**config.mk**
```make
export PLATFORM = sky130hd
export DESIGN_NAME = prc_div
export DESIGN_NICKNAME = d
export VERILOG_FILES = /design/src/rtl/prc_pkg.sv /design/src/rtl/prc_div.sv
export SDC_FILE = /design/constraint.sdc
export NUM_CORES = 1
export LEC_CHECK = 0
export BUFFER_PORTS_ARGS = -buffer_cell sky130_fd_sc_hd__buf_2
export CORE_AREA = 3 3 76 131
export DETAILED_ROUTE_END_ITERATION = 7
export DIE_AREA = 0 0 79 134
export GPL_TIMING_DRIVEN = 0
export PLACE_DENSITY = 0.79
export SYNTH_ARGS = -nofsm -noshare
export SYNTH_HDL_FRONTEND = slang
export SYNTH_SLANG_ARGS = --single-unit
```
**constraint.sdc**
```tcl
create_clock -name clk -period 5.6 [get_ports clk]
set_input_delay 0.84 -clock clk [delete_from_list [all_inputs] [get_ports clk]]
set_output_delay 0.84 -clock clk [all_outputs]
set_load 0.03 [all_outputs]
```
**src/rtl/prc_pkg.sv**
```systemverilog
// prc_pkg: shared constants, types and state encoding for the Pareto rank and
// crowding block. Used by the channel interfaces, prc_div and the top module.
package prc_pkg;

  localparam int POP_MAX_DEF = 64;
  localparam int NUM_OBJ_DEF = 3;
  localparam int OBJ_W_DEF   = 32;

  localparam int FIELD_W   = 32;
  localparam int IDX_OUT_W = 6;
  localparam int RANK_W    = 6;
  localparam int CROWD_W   = 24;
  localparam int QUO_W     = 23;

  localparam logic [CROWD_W-1:0] CROWD_BOUNDARY = 24'hFFFFFF;
  localparam logic [CROWD_W-1:0] CROWD_SAT      = 24'hFFFFFE;

  typedef enum logic [3:0] {
    S_IDLE,
    S_DOM_PREP,
    S_DOM_SCAN,
    S_DOM_WRITE,
    S_FRONT,
    S_MM_SCAN,
    S_X_FIND,
    S_X_PREP,
    S_X_SCAN,
    S_DIV,
    S_ACC,
    S_DEC_SCAN,
    S_OUT_PREP,
    S_OUT
  } state_t;

  typedef struct packed {
    logic busy;
    logic done;
  } div_stat_t;

endpackage

```
**src/rtl/prc_div.sv**
```systemverilog
// prc_div: restoring divider, one quotient bit per cycle, giving
// floor(dividend * 2^(QUO_W-1) / divisor) for dividend <= divisor. Uses prc_pkg.
module prc_div #(
  parameter int W = 32
) (
  input  logic               clk,
  input  logic               rst,
  input  logic               start,
  input  logic [W-1:0]       dividend,
  input  logic [W-1:0]       divisor,
  output logic [prc_pkg::QUO_W-1:0] quotient,
  output prc_pkg::div_stat_t status
);
  import prc_pkg::*;

  localparam int CNT_W = $clog2(QUO_W);

  logic [W:0]       rem;
  logic [CNT_W-1:0] cnt;
  logic             ge;
  logic [W:0]       rem_sub;

  assign ge      = rem >= {1'b0, divisor};
  assign rem_sub = ge ? (rem - {1'b0, divisor}) : rem;

  always_ff @(posedge clk) begin
    if (rst) begin
      status.busy <= 1'b0;
      status.done <= 1'b0;
    end else begin
      status.done <= 1'b0;
      if (start) begin
        rem         <= {1'b0, dividend};
        quotient    <= '0;
        cnt         <= '0;
        status.busy <= 1'b1;
      end else if (status.busy) begin
        // The partial remainder stays below the divisor, so the shift fits.
        quotient <= {quotient[QUO_W-2:0], ge};
        rem      <= {rem_sub[W-1:0], 1'b0};
        cnt      <= cnt + 1'b1;
        if (cnt == CNT_W'(QUO_W - 1)) begin
          status.busy <= 1'b0;
          status.done <= 1'b1;
        end
      end
    end
  end
endmodule

```
==> summary.txt, run 1 <==
Status
  • Outcome: finished clean

Finish
  • # diodes: 0
  • Register Area: 1870 µm²
  • Commonest cells after routing, fill and taps aside: buf_2 (100), edfxtp_1 (61), inv_1 (40)
  • Nets: 752
  • Most common cell after layout, fill and taps aside: buf_2
  • P&R area growth vs syn: 19.7%
  • Area of the multi-input gates: between 2000 and 3000 µm²
  • Share of post-route cells with drive strength above 1: 0.223
  • Filler cells: slightly below 800
  • Finished Core Util: 0.663

Global route
  • Vias in the first global route: about 4800
  • First-pass GRT wire length: 25200 µm
  • GRT Overall Usage: 0.313
  • Total gr overflow: 0
  • Largest net degree at the start of global routing: 24
  • Initial antenna violation count: 0

Power
  • Leakage Power: 2.53 nW
  • Tot Pwr: 1.83 mW
  • VDD IR max: 250 µV
  • Power Dens Cells: 304 nW/µm²

STA
  • Least-Margin Pin Slew: 0.914 ns
  • Max-slew violation count: 0
  • Clk_skew: about 0.014 ns
  • RSZ-0062 raised after global routing: false
  • Hold Vio Cnt, Final: 0
  • Fin crit period: between 3 and 4 ns
  • F_max: 289 MHz
  • Period utilisation layout: 0.618
  • Worst setup margin: ~2.1 ns
  • Max_slew headroom: 0.390
  • Setup violators final: 0

Clock tree
  • Clock latency on the worst-skew pair: 0.34 ns
  • Cts bufs inserted: 9
  • Worst-path clk slew: 0.06 ns
  • Hold_buf cts: 0
  • Root Buffer: clkbuf_16
  • Sink Count: 63
  • Clk buf depth: 2
  • Setup bufs post-CTS: 0
  • CTS resizes: 0
  • H-tree Lvls: 3
  • TritonCTS clock tree: yes

Critical path
  • Nature of the critical path startpoint: primary input
  • Worst Setup End Kind: register
  • Arr. time, crit path: 3.49 ns
  • Reg2reg start: rem[1]
  • Worst Path Max Fanout: 10
  • Worst Setup SP: divisor[1]
  • R2R depth: 10
  • R2r setup slk: 2.33 ns
  • Critical Path RT: 5.63 ns
  • Critical Path Sink: rem[25]
  • Reg-to-Reg End: rem[25]
  • Worst setup path class: primary input to register

Synth
  • Mapped Nets: approximately 650
  • Post-synthesis cell area: 5030 µm²
  • Distinct cells, synth: a little under 70
  • Ys flop type: edfxtp_1
  • Flip-flop and latch count after synthesis: 63
  • Asr flop ratio synth: 0
  • YS warnings: 0
  • Synth Instances: 547
  • EDFF count, synth: 61
  • Sequential element share of the synthesized area: 0.372
  • Mapped Avg Cell Area: 9.20 µm²

Drt
  • WL final: 16300 µm
  • DR iter-0 viols: about 500
  • Drt first pass iters: 5
  • Post-route DRC: 0
  • Via Count: 4846
  • Vias per inst: 6.25
  • Routed len/inst: 21.1 µm
  • Post-route ant nets: 0

Min path
  • Hold crit path type: register to register

Place
  • Gpl congestion: 0.962
  • Port bufs: 90
  • HPWL Detailed: between 10000 and 15000 µm
  • DP Worst Slack: approximately 1.9 ns

Die
  • Die width: roughly 80 µm
  • Initial Utilization: 0.554
  • I/O pins: 92
  • Floorplan row count: 46
  • Core Area: 9090 µm²
  • Die area: between 10000 and 15000 µm²
  • Die Y: 134 µm

Job
  • Max Cap Viol: 0
synth_stat cells (4+ instances only):
library cell,number,share of area
nand2b_1,6,0.0075
a211oi_1,6,0.0089
nor2b_1,26,0.032
a31oi_1,16,0.020
nor3_1,8,0.0080
nor2_1,40,0.030
ha_1,34,0.085
and2_1,7,0.0087
a21oi_1,39,0.039
buf_2,10,0.0099
nand4_1,15,0.019
xor2_1,10,0.017
o21ai_1,4,0.0040
a21o_1,15,0.022
o21a_1,5,0.0075
o311ai_2,7,0.023
clkbuf_1,19,0.014
nand3_1,21,0.021
o21ai_0,25,0.025
o31ai_1,8,0.012
o21bai_1,6,0.0089
nand2_1,38,0.028
edfxtp_1,61,0.36
xnor2_1,19,0.033
inv_1,40,0.030
layout make-up:
| type | instances | area share |
|---|---|---|
| buffer | 31 | 0.0239 |
| clock buffer | 9 | 0.0374 |
| clock inverter | 7 | 0.0172 |
| inverter | 41 | 0.0255 |
| multi-input combinational | 412 | 0.477 |
| sequential | 63 | 0.311 |
| tap | 120 | 0.0249 |
| timing repair buffer | 92 | 0.0839 |
sequential cells by signal, indices dropped and copies added (netlist names):
name / cells
cnt: 5
status: 2
rem: 33
quotient: 23
per-stage QoR:
stage          hold slack (ns)  cells  cell area [µm²]  setup TNS [ns]
3_3_place_gp             0.486    757             5630          -23.16
4_1_cts                  0.502    775             6030               0
5_1_grt                  0.513    775             6030               0
6_report                 0.504    775             6030               0
2_1_floorplan            0.564    547             5030               0
3_5_place_dp             0.494    759             5700               0
where the power goes:
group          switching [mW]  total (mW)  leakage (nW)  internal, mW
sequential             0.0239       0.594         0.606         0.570
combinational           0.377       0.604          1.76         0.227
clock                   0.236       0.632         0.161         0.396
total                   0.636        1.83          2.53          1.19
critical path, cell delays in order:
cell      delay, ns
buf_2          0.10
inv_1          0.13
ha_1           0.27
nor2b_1        0.15
o21bai_1       0.29
a211oi_1       0.14
o21ai_1        0.42
a21oi_4        0.15
o21a_2         0.23
clkbuf_1       0.31
o21ai_0        0.32
a31oi_1        0.14
how the worst min path moves through the flow:
stage,startpoint,endpoint,slack [ns],depth (start not counted)
6_report,status[1],status[0],0.50,1
5_1_grt,status[1],status[0],0.51,1
3_5_place_dp,status[1],status[0],0.49,1
3_3_place_gp,status[1],status[0],0.49,1
4_1_cts,status[1],status[0],0.50,1
2_1_floorplan,rem[29],rem[30],0.56,2
cells by family after synthesis:
group,share of synthesized area
adders and majority gates,0.0885
and+or+nand+nor,0.186
DFF,0.372
AOI/OAI and AO/OA,0.241
buffers and inverters,0.0592
muxes,0.00298
xor gates and xnor gates,0.0505
layer usage:
layer,share of wire,wire length (µm),global-route usage
met1,0.35,5640,0.349
met2,0.52,8510,0.545
met3,0.086,1410,0.0645
met4,0.047,773,0.176
met5,0,0,0
Note: power is estimated with default switching activity, not from simulation.
==> run 2, diff against run 1 <==
- CORE_AREA: 3 3 76 131 -> 3 3 79 137
- DIE_AREA: 0 0 79 134 -> 0 0 82 140
- PLACE_DENSITY: 0.79 -> 0.76
- clock period: 5.6 -> 3 ns (I/O delays scaled with it)
==> run 2 against run 1 <==
Wire length is 4.0% lower. Sequential cell count is the same. Critical path type is now register to register. Combinational power rose by 95%. Critical endpoint unchanged. Setup slack got worse by 2.1 ns. Sequential share of layout area decreased by 0.79 points.
==> summary.txt, run 2 (same netlist as run 1, synthesis figures left out) <==
Min path
  • End of the worst hold path: status[0]
  • Hold crit path type: primary input to register
  • Hold path depth: 2 (+1)
  • Hold_sp: rst

Drt
  • Routed len/inst: 19.9 µm (-5.6%)
  • WL final: 15700 µm (-4.0%)
  • Post-route DRC: 0 (unchanged)
  • Via Count: 4756 (-1.9%)
  • Post-route ant nets: 0 (unchanged)
  • DR iter-0 viols: 411 (-19%)
  • Drt first pass iters: 6 (+1)
  • Vias per inst: 6.04 (-3.5%)

Finish
  • # diodes: 0 (unchanged)
  • Commonest cells after routing, fill and taps aside: buf_2 (95), edfxtp_1 (61), inv_1 (38), nand2_1 (38), nor2_1 (38)
  • Nets: 760 (+1.1%)
  • Fin cells: 788 (+1.7%)
  • Largest register by flop count: rem
  • Most common cell after layout, fill and taps aside: buf_2
  • Largest regs: rem (33), quotient (23), cnt (5)
  • Share of post-route cells with drive strength above 1: 0.270 (+0.0471)
  • Max reg flops: 33 (unchanged)
  • P&R area growth vs syn: 22.8%

Clock tree
  • H-tree Lvls: 3 (unchanged)
  • Clk buf depth: 2 (unchanged)
  • Sink Count: 63 (unchanged)
  • Worst-path clk slew: 0.06 ns (about the same)
  • TritonCTS clock tree: yes
  • Cts bufs inserted: 9 (unchanged)
  • Root Buffer: clkbuf_16
  • Clock latency on the worst-skew pair: 0.34 ns (about the same)

Place
  • Port bufs: 90 (unchanged)
  • HPWL Detailed: 11500 µm (-3.9%)
  • DP Worst Slack: -0.330 ns (-2.26 ns)
  • Post-Place Cells: 763 (+0.53%)
  • Gpl congestion: 0.955 (-0.72%)

Critical path
  • Worst setup path class: register to register
  • Reg2reg start: rem[28]
  • Nature of the critical path startpoint: register
  • Worst Path Max Fanout: 10 (unchanged)
  • Arr. time, crit path: 3.02 ns (-0.47 ns)
  • Family with the most delay on the worst path: compound AO/OA/AOI/OAI gates
  • Reg-to-Reg End: rem[25]
  • Top cell by count, worst path: a31oi_1
  • WP buf/inv: 2 (-1)
  • R2R depth: 11 (+1)
  • Critical Path Max Stage Delay: 0.42 ns (about the same)
  • CP max-delay cell: edfxtp_1
  • Critical Path RT: 3.04 ns (-2.59 ns)
  • R2r setup slk: 0.02 ns (-2.31 ns)
  • Worst Setup End Kind: register
  • Crit-path cells: ha_1 > buf_2 > nand3_1 > nor2_4 > a31oi_1 > o21bai_1 > a211o_1 > o21a_2 > clkbuf_2 > o21ai_0 > a31oi_1

STA
  • Clk_skew: 0.00636 ns (-0.00717 ns)
  • Hold WS: 0.334 ns (-0.170 ns)
  • Least-Margin Pin Slew: 0.854 ns (-0.0604 ns)
  • Worst setup margin: 0.0181 ns (-2.12 ns)
  • Max-slew violation count: 0 (unchanged)
  • Setup violators final: 0 (unchanged)
  • RSZ-0062 raised after global routing: true
  • Fin crit period: 2.98 ns
  • Max_slew headroom: 0.429 (+0.0389)
  • F_max: about 340 MHz
  • Total negative slack: 0 ns (unchanged)
  • Hold Vio Cnt, Final: 0 (unchanged)
  • Period utilisation layout: 0.994

Global route
  • Total gr overflow: 0 (unchanged)
  • First-pass GRT wire length: 24000 µm (-4.9%)
  • Initial antenna violation count: 0 (unchanged)
  • Vias in the first global route: 4857 (+0.25%)
  • Largest net degree at the start of global routing: 35 (+46%)
  • GRT Overall Usage: 0.275 (-0.0379)

Die
  • Initial Utilization: 0.511 (-0.0425)
  • Die area: 11500 µm² (+8.4%)
  • Floorplan row count: 48 (+4.3%)
  • Die Y: 140 µm (+4.5%)
  • I/O pins: 92 (unchanged)
  • Die width: 82 µm (+3.8%)
  • Core Area: 9850 µm² (+8.3%)

Job
  • Max Cap Viol: 0 (unchanged)

Power
  • Leakage Power: 2.55 nW (+0.83%)
  • VDD IR max: 380 µV (+52%)
  • Power Dens Cells: 542 nW/µm² (+79%)

Status
  • Outcome: finished clean
==> run 2: final cells by class <==
| type | count | area, µm² |
|---|---|---|
| fillers | 857 | 3670 |
| multi-input cells | 412 | 2990 |
| repair buffers | 102 | 553 |
| clock buffers | 9 | 225 |
| inverters | 41 | 154 |
| clock inverters | 7 | 73.8 |
| plain buffers | 29 | 158 |
| flip-flops and latches | 63 | 1870 |
| well taps | 125 | 156 |
==> run 2: where the power goes <==
part           leakage, nW  switching, mW  internal, mW
clock                0.135          0.424         0.643
combinational         1.81          0.717         0.463
sequential           0.606         0.0404          1.06
total                 2.55           1.18          2.17
==> run 2: per-stage QoR <==
| stage | area (µm²) | utilization | total power, mW |
|---|---|---|---|
| global placement | 5650 | 0.573 | 2.17 |
| CTS | 6020 | 0.611 | 3.28 |
| global route | 6180 | 0.628 | 3.48 |
| floorplan | 5040 | - | 1.90 |
| detailed placement | 5670 | 0.575 | 2.20 |
| finish | 6180 | 0.628 | 3.35 |
==> run 2: metal layers <==
metal	up-vias	wire length, µm	global-route usage
met5	-	0	0
met4	0	835	0.164
met3	62	981	0.0463
met2	237	8140	0.475
met1	2213	5730	0.306
li1	2244	-	-
==> run 2: how the worst max path moves through the flow <==
stage,end,cells past startpoint,start,slack [ns]
finish,rem[25],11,rem[28],0.02
detailed placement,rem[24],14,divisor[22],-0.33
global placement,rem[24],14,divisor[22],-0.35
global route,rem[23],11,rem[22],-0.03
floorplan,rem[29],11,divisor[0],0.18
CTS,rem[23],12,rem[0],-0.07
==> run 2: worst register-to-register path, cell delays in order (launching register included) <==
cell,delay [ns]
edfxtp_1,0.42
ha_1,0.29
buf_2,0.16
nand3_1,0.22
nor2_4,0.09
a31oi_1,0.18
o21bai_1,0.09
a211o_1,0.34
o21a_2,0.24
clkbuf_2,0.25
o21ai_0,0.28
a31oi_1,0.14
==> run 2: what timing repair did <==
action / CTS / global route
pin swaps: 2 / 15
hold endpoints to repair: 0 / 0
resized for setup: 9 / 30
hold buffers: 0 / 0
buffers inserted: 1 / 10
setup endpoints to repair: 17 / 31
==> run 3, diff against run 2 <==
- CORE_AREA: 3 3 79 137 -> 3 3 73 127
- DIE_AREA: 0 0 82 140 -> 0 0 76 130
- PLACE_DENSITY: 0.76 -> 0.9
- clock period: 3 -> 3.7 ns (I/O delays scaled with it)
==> run 3 against run 2 <==
Power decreased by 18%. Register-to-register slack improved by 0.39 ns. Global-route usage grew 3.9 points. Critical path depth down 1. Setup slack better by 0.39 ns. Via count increased by 1.9%. Wire length down 1.6%. Clock skew up 0.0014 ns. Sequential power shrank 19%. Non-clock buffer count decreased by 8. Critical endpoint is now rem[14]. Fmax down 9.3%. Sequential cell count unchanged.
==> summary.txt, run 3 (same netlist as run 1, synthesis figures left out) <==
Status
  • Outcome: finished clean

Clock tree
  • Setup bufs post-CTS: 0 (-1)
  • Cts bufs inserted: 9 (unchanged)
  • Clock latency on the worst-skew pair: 0.34 ns (about the same)
  • Root Buffer: clkbuf_16
  • Clk buf depth: 2 (unchanged)
  • CTS resizes: 0 (-9)
  • TritonCTS clock tree: yes
  • H-tree Lvls: 3 (unchanged)
  • Worst-path clk slew: 0.06 ns (about the same)
  • Sink Count: 63 (unchanged)
  • Hold_buf cts: 0 (unchanged)

Critical path
  • Arr. time, crit path: 3.47 ns (+0.45 ns)
  • Crit-path cells: ha_1 > clkbuf_1 > nand3_1 > nor4_1 > o21ai_1 > a21oi_4 > o21a_2 > clkbuf_1 > o21ai_0 > a31oi_1
  • R2r setup slk: 0.41 ns (+0.39 ns)
  • Top cell by count, worst path: clkbuf_1
  • Worst Setup End Kind: register
  • Critical Path RT: 3.88 ns (+0.84 ns)
  • R2R depth: 10 (-1)
  • Worst setup path class: register to register
  • Worst Path Max Fanout: 10 (unchanged)
  • Nature of the critical path startpoint: register
  • Reg2reg start: rem[20]
  • CP max-delay cell: clkbuf_1
  • Worst Setup SP: rem[20]
  • Critical Path Max Stage Delay: 0.55 ns (+0.13 ns)
  • Reg-to-Reg End: rem[14]

Drt
  • Post-route DRC: 0 (unchanged)
  • Drt first pass iters: 5 (-1)
  • DR iter-0 viols: 469 (+14%)
  • Post-route ant nets: 0 (unchanged)
  • Vias per inst: 6.29 (+4.3%)
  • WL final: 15400 µm (-1.6%)
  • Routed len/inst: 20.1 µm (+0.73%)
  • Via Count: 4847 (+1.9%)

Min path
  • Hold_sp: rst
  • Hold path depth: 2 (unchanged)
  • Hold crit path type: primary input to register
  • End of the worst hold path: status[0]

Finish
  • Filler cells: 641 (-25%)
  • Commonest cells after routing, fill and taps aside: buf_2 (100), edfxtp_1 (61), inv_1 (40)
  • Share of post-route cells with drive strength above 1: 0.223 (-0.0471)
  • Area of the multi-input gates: 2870 µm² (-4.0%)
  • Nets: 752 (-1.1%)
  • Most common cell after layout, fill and taps aside: buf_2
  • Largest register by flop count: rem
  • P&R area growth vs syn: 19.6%
  • Largest regs: rem (33), quotient (23), cnt (5)
  • Max reg flops: 33 (unchanged)
  • Register Area: 1870 µm² (unchanged)
  • # diodes: 0 (unchanged)
  • Final Cell Area: 6020 µm² (-2.6%)

Power
  • VDD IR max: 327 µV (-14%)
  • Power Dens Cells: 457 nW/µm² (-16%)
  • Leakage Power: 2.52 nW (-1.0%)
  • Tot Pwr: 2.75 mW (-18%)

Place
  • Placed cell area: 5690 µm² (+0.40%)
  • Port bufs: 90 (unchanged)
  • Gpl congestion: 0.976 (+2.2%)
  • DP Worst Slack: 0.282 ns (+0.612 ns)
  • HPWL Detailed: 11400 µm (-1.0%)

Die
  • Die Y: 130 µm (-7.1%)
  • Die width: 76 µm (-7.3%)
  • I/O pins: 92 (unchanged)
  • Core Area: 8310 µm² (-16%)
  • Floorplan row count: 44 (-8.3%)
  • Initial Utilization: 0.606 (+0.0945)
  • Die area: 9880 µm² (-14%)

STA
  • Period utilisation layout: 0.889 (-0.105)
  • Hold WS: 0.466 ns (+0.133 ns)
  • Setup violators final: 0 (unchanged)
  • Least-Margin Pin Slew: 0.917 ns (+0.0627 ns)
  • Worst setup margin: 0.412 ns (+0.394 ns)
  • Max_slew headroom: 0.389 (-0.0404)
  • F_max: 304 MHz (-9.3%)
  • RSZ-0062 raised after global routing: false
  • Fin crit period: 3.29 ns (+0.306 ns)
  • Hold Vio Cnt, Final: 0 (unchanged)
  • Max-slew violation count: 0 (unchanged)
  • Clk_skew: 0.00777 ns (+0.00141 ns)

Global route
  • First-pass GRT wire length: 24200 µm (+0.72%)
  • Global route hottest layer: met2
  • Met1 GRT Util: 0.349 (+0.0437)
  • Met3 global-route usage: 0.0477 (+0.00132)
  • GRT Overall Usage: 0.314 (+0.0389)
  • Total gr overflow: 0 (unchanged)
  • Met2 Use GR: 0.557 (+0.0820)
  • Initial antenna violation count: 0 (unchanged)
  • Largest net degree at the start of global routing: 25 (-29%)
  • Vias in the first global route: 4995 (+2.8%)

Job
  • Max Cap Viol: 0 (unchanged)
[run 3: stage by stage]
stage / instances / TNS (ns) / util
2_1_floorplan: 547 / 0 / -
3_3_place_gp: 752 / -28.50 / 0.677
3_5_place_dp: 754 / 0 / 0.685
4_1_cts: 770 / 0 / 0.724
5_1_grt: 770 / 0 / 0.724
6_report: 770 / 0 / 0.724
[run 3: critical path, delay by kind of cell, from the launching register on]
kind / cells / cell delay (ns)
compound gates: 5 / 1.13
buf+inv: 2 / 0.80
fa+ha+maj: 1 / 0.30
simple gates: 2 / 0.45
flops: 1 / 0.43
[run 3: worst max path at each step]
| stage | to | cells past startpoint |
|---|---|---|
| floorplan | cnt[0] | 4 |
| global placement | rem[17] | 4 |
| detailed placement | rem[26] | 12 |
| CTS | rem[26] | 10 |
| global route | rem[31] | 10 |
| finish | rem[14] | 10 |
[run 3: layer usage]
metal / share of wire / routed length, µm
met1: 0.37 / 5760
met2: 0.51 / 7850
met5: 0 / 0
met4: 0.060 / 920
met3: 0.059 / 914
[run 3: layout make-up]
class | instances | area share
Clock inverter | 6 | 0.0154
Multi-Input combinational cell | 412 | 0.477
Sequential cell | 63 | 0.311
Clock buffer | 10 | 0.0397
Tap cell | 115 | 0.0239
Inverter | 41 | 0.0256
Buffer | 31 | 0.0239
Timing Repair Buffer | 92 | 0.0839
[run 3: where the power goes]
group | total (mW) | leakage (nW) | internal [mW] | switching (mW)
Clock | 0.951 | 0.155 | 0.611 | 0.340
Combinational | 0.905 | 1.76 | 0.343 | 0.562
Sequential | 0.897 | 0.606 | 0.863 | 0.0343
Total | 2.75 | 2.52 | 1.82 | 0.936
